<file path="src/hw/rtl/idrm_pkg.sv">
// ----------------------------------------------------------------------------
// idrm_pkg
// Shared types and constants of the int8 dot product and requantize block.
// ----------------------------------------------------------------------------
`default_nettype none

package idrm_pkg;

  // configuration register indexes
  localparam logic [1:0] CFG_INPUT_OFFSET  = 2'd0;
  localparam logic [1:0] CFG_OUTPUT_OFFSET = 2'd1;
  localparam logic [1:0] CFG_ACT_MIN       = 2'd2;
  localparam logic [1:0] CFG_ACT_MAX       = 2'd3;

  localparam int unsigned CFG_ADDR_W = 2;
  localparam int unsigned CFG_DATA_W = 9;

  // packed input item: activation, weight, bias, multiplier, shift_amount
  localparam int unsigned IN_DATA_W  = 88;
  localparam int unsigned OUT_DATA_W = 8;

  typedef enum logic [2:0] {
    ST_IDLE,
    ST_BIAS,
    ST_MUL,
    ST_SRDHM,
    ST_RSHIFT,
    ST_OUT
  } idrm_state_t;

  typedef struct packed {
    logic acc_add;     // accumulate the accepted item's product
    logic capture;     // hold the channel parameters of a last item
    logic bias_shift;  // add bias, shift left, clear the accumulator
    logic mul;         // full multiply by the channel multiplier
    logic srdhm;       // rounded high word
    logic rshift;      // rounding right shift
    logic out_load;    // offset, clamp and load the output register
  } idrm_cmd_t;

  typedef struct packed {
    logic out_free;    // output register can take a new item this cycle
  } idrm_stat_t;

endpackage

`default_nettype wire

</file>
<file path="src/hw/rtl/idrm_ctrl.sv">
// ----------------------------------------------------------------------------
// idrm_ctrl
// Sequencer: accepts items and steps a last item through requantization.
// ----------------------------------------------------------------------------
`default_nettype none

module idrm_ctrl (
  input  wire                 clk,
  input  wire                 rst_n,
  input  wire                 in_tvalid,
  input  wire                 in_tlast,
  output logic                in_tready,
  input  idrm_pkg::idrm_stat_t stat,
  output idrm_pkg::idrm_cmd_t  cmd
);

  idrm_pkg::idrm_state_t state_r;
  idrm_pkg::idrm_state_t state_nxt;
  logic                  accept;

  assign accept = in_tvalid && in_tready;

  always_ff @(posedge clk) begin
    if (!rst_n) begin
      state_r <= idrm_pkg::ST_IDLE;
    end else begin
      state_r <= state_nxt;
    end
  end

  always_comb begin
    state_nxt = state_r;
    case (state_r)
      idrm_pkg::ST_IDLE: begin
        if (accept && in_tlast) begin
          state_nxt = idrm_pkg::ST_BIAS;
        end
      end
      idrm_pkg::ST_BIAS:   state_nxt = idrm_pkg::ST_MUL;
      idrm_pkg::ST_MUL:    state_nxt = idrm_pkg::ST_SRDHM;
      idrm_pkg::ST_SRDHM:  state_nxt = idrm_pkg::ST_RSHIFT;
      idrm_pkg::ST_RSHIFT: state_nxt = idrm_pkg::ST_OUT;
      idrm_pkg::ST_OUT: begin
        if (stat.out_free) begin
          state_nxt = idrm_pkg::ST_IDLE;
        end
      end
      default: state_nxt = idrm_pkg::ST_IDLE;
    endcase
  end

  // in idle the input is always ready, so a valid item is an accepted one
  always_comb begin
    cmd       = '0;
    in_tready = 1'b0;
    case (state_r)
      idrm_pkg::ST_IDLE: begin
        in_tready   = 1'b1;
        cmd.acc_add = in_tvalid;
        cmd.capture = in_tvalid && in_tlast;
      end
      idrm_pkg::ST_BIAS:   cmd.bias_shift = 1'b1;
      idrm_pkg::ST_MUL:    cmd.mul        = 1'b1;
      idrm_pkg::ST_SRDHM:  cmd.srdhm      = 1'b1;
      idrm_pkg::ST_RSHIFT: cmd.rshift     = 1'b1;
      idrm_pkg::ST_OUT:    cmd.out_load   = stat.out_free;
      default: begin
        cmd       = '0;
        in_tready = 1'b0;
      end
    endcase
  end

endmodule

`default_nettype wire

</file>
<file path="config.mk">
export PLATFORM = sky130hd
export DESIGN_NAME = idrm_ctrl
export DESIGN_NICKNAME = d
export VERILOG_FILES = /design/src/hw/rtl/idrm_pkg.sv /design/src/hw/rtl/idrm_ctrl.sv
export SDC_FILE = /design/constraint.sdc
export NUM_CORES = 1
export LEC_CHECK = 0
export ABC_AREA = 1
export BUFFER_PORTS_ARGS = -buffer_cell sky130_fd_sc_hd__clkbuf_2
export CAP_MARGIN = 20
export CELL_PAD_IN_SITES_DETAIL_PLACEMENT = 1
export CELL_PAD_IN_SITES_GLOBAL_PLACEMENT = 2
export CORE_AREA = 5 5 42 44
export CTS_CLUSTER_DIAMETER = 80
export DETAILED_ROUTE_END_ITERATION = 8
export DIE_AREA = 0 0 47 49
export PLACE_DENSITY_LB_ADDON = 0.1
export SYNTH_ARGS = -nofsm -noshare
export SYNTH_HDL_FRONTEND = slang
export SYNTH_SLANG_ARGS = --single-unit
</file>
<file path="constraint.sdc">
create_clock -name clk -period 0.95 [get_ports clk]
set_input_delay 0.0475 -clock clk [delete_from_list [all_inputs] [get_ports clk]]
set_output_delay 0.0475 -clock clk [all_outputs]
set_load 0.005 [all_outputs]
</file>
==> results by group <==
Yosys
  – Synthesized area: 203 µm²
  – Post-Syn Instances: 34
  – Yosys reg bits: 3
  – Syn nets: 39
  – Synthesized area per cell: 5.96 µm²
  – Synth warn: 0
  – Unique masters post-synth: 11
  – Register area share after synthesis: 0.296

Place
  – GPL Wtd Cong: 0.618
  – Setup WS pre-CTS: -0.00381 ns
  – Port bufs: 12
  – Placed cell areas: 293 µm²
  – Dpl hpwl: 543 µm
  – Placed Cells: 63

Setup path
  – CP Launch Type: flip-flop
  – Critical Path RT: 0.90 ns
  – Critical Path AT: 1.00 ns
  – Setup crit end kind: output pin
  – Worst Setup SP: state_r[0]
  – Crit Path Class: flip-flop to output pin
  – CP max FO: 4
  – Worst reg2reg path startpoint: state_r[1]

GRT
  – Largest net degree at the start of global routing: 9
  – GRT overflow: 0
  – Vias in the first global route: 286
  – Global-route wire length before repair: 1.08 mm
  – GRT Total Usage: 0.0669
  – Antenna violations before repair: 0

Drt
  – WL/cell: 9.51 µm
  – Vias per cell: 3.88
  – Post-route ant nets: 0
  – DRT Pass-1 Iters: 2
  – Final WL: 656 µm
  – Routed vias: 268
  – Iter 0 DRT Violations: 2
  – Residual DRC: 0

Finish
  – Design Area, Final: 382 µm²
  – Largest register FFs: 3
  – Nets: 59
  – Non-Filler Instances: 69
  – Layout overhead on the synthesized area: 88.3%
  – Ant. Diodes: 0
  – Largest regs: state_r (3)
  – Layout cells sized above 1: 0.623
  – Largest reg by FF count: state_r

STA
  – # setup viols final: 9
  – Max Slew Vio Count: 0
  – Hold Violations, Final: 0
  – Post-route minimum period: 1.05 ns
  – Fmax: 956 MHz
  – Setup Skew: 0.000452 ns
  – Actual slew at the worst max-slew pin: 0.154 ns
  – RSZ-0062 raised after global routing: true
  – Final WS setup: -0.0964 ns
  – Slew headroom: 0.898
  – Final period util: 1.10

Clock network
  – Root Driver: clkbuf_4
  – H-tree depth: 1
  – CTS tree: done
  – CTS Buf Count: 3
  – TritonCTS Sinks: 3
  – CTS clk-pin slew, worst paths: 0.04 ns
  – Clock Latency Late Sink: 0.23 ns
  – CTS Buffer Depth: 2

Die
  – Die Y: 49 µm
  – Core ar.: 1400 µm²
  – Die X: 47 µm
  – Initial core utilization: 0.145
  – # rows: 14
  – Die ar.: 2300 µm²
  – Io pins: 13

Power
  – Leakage: 0.200 nW
  – Total power: 0.666 mW
  – Pwr/cell area: 1740 nW/µm²
  – Peak supply drop: 0.457 mV

Run status
  – Status: finished, violations left
  – Failing checks: negative setup slack

Worst hold path
  – Hold Startpoint: rst_n
  – Hold WC Path Type: input pin to flip-flop

Job
  – Max-cap viol count: 0
-- through the flow --
stage                      util  hold WS [ns]  setup TNS (ns)
after global placement    0.209         0.297               0
final                     0.272        0.0569          -0.644
after detailed placement  0.209         0.306        -0.00381
after global routing      0.272        0.0712           -1.20
after CTS                 0.263        0.0514          -0.773
after floorplan               -         0.166               0
-- where the power goes --
group | internal [mW] | total (mW) | switching, mW
clock network | 0.157 | 0.224 | 0.0666
logic | 0.135 | 0.262 | 0.126
registers | 0.147 | 0.180 | 0.0328
total | 0.440 | 0.666 | 0.226
-- worst max-delay path, stage by stage (launching register included) --
cell	delay [ns]
dfxtp_4	0.37
buf_6	0.11
nand2_2	0.04
nor2_2	0.12
clkbuf_2	0.12
-- layout by cell type, fill, tap and decap left out, types with 3 or more instances in the layout --
cell type,count
nand2_1,3
inv_1,6
nor2_1,7
buf_4,3
buf_2,5
clkbuf_2,7
clkbuf_4,3
nor2_2,4
dfxtp_4,3
-- repair_timing --
action                                  in CTS  in global routing
pin swaps                                    3                  2
hold buffers                                 0                  0
buffers inserted                             2                  0
endpoints found under the setup margin      11                 10
gates cloned                                 0                  0
gates resized for setup                     13                  9
-- kinds of logic after synthesis --
| group | synth area share |
|---|---|
| AO/OA/AOI/OAI | 0.0741 |
| buffers and inverters | 0.154 |
| AND/OR/NAND/NOR | 0.475 |
| flip-flops | 0.296 |
-- final timing paths --
kind	depth (start not counted)	end	slack [ns]
min reg2reg	3	state_r[1]	0.63
max	4	cmd[4]	-0.1
max reg2reg	5	state_r[0]	-0.02
min	3	state_r[0]	0.06
-- cells in the mapped netlist --
cell type | n | area, µm²
nand3_2 | 1 | 10.0
nand2_1 | 5 | 18.8
buf_2 | 1 | 5.00
o21ai_1 | 1 | 5.00
nor2_1 | 9 | 33.8
dfxtp_1 | 3 | 60.1
nand3_1 | 1 | 5.00
a21oi_1 | 2 | 10.0
nor3_2 | 1 | 10.0
nor2_2 | 3 | 18.8
inv_1 | 7 | 26.3
-- metal layers --
layer  GRT usage  wire, µm  vias to the layer above
li1            -         -                      139
met1      0.0791       258                      123
met2      0.0928       374                        6
met3      0.0111        23                        0
met4      0.0691         0                        0
met5           0         0                        -
-- cell type report --
| type | count | area (µm²) |
|---|---|---|
| fillers | 195 | 1020 |
| multi-input cells | 23 | 141 |
| repair buffers | 16 | 93.8 |
| flip-flops and latches | 3 | 71.3 |
| inverters | 7 | 28.8 |
| clock buffers | 4 | 26.3 |
| well taps | 16 | 20.0 |
(Power assumes the default switching activity.)
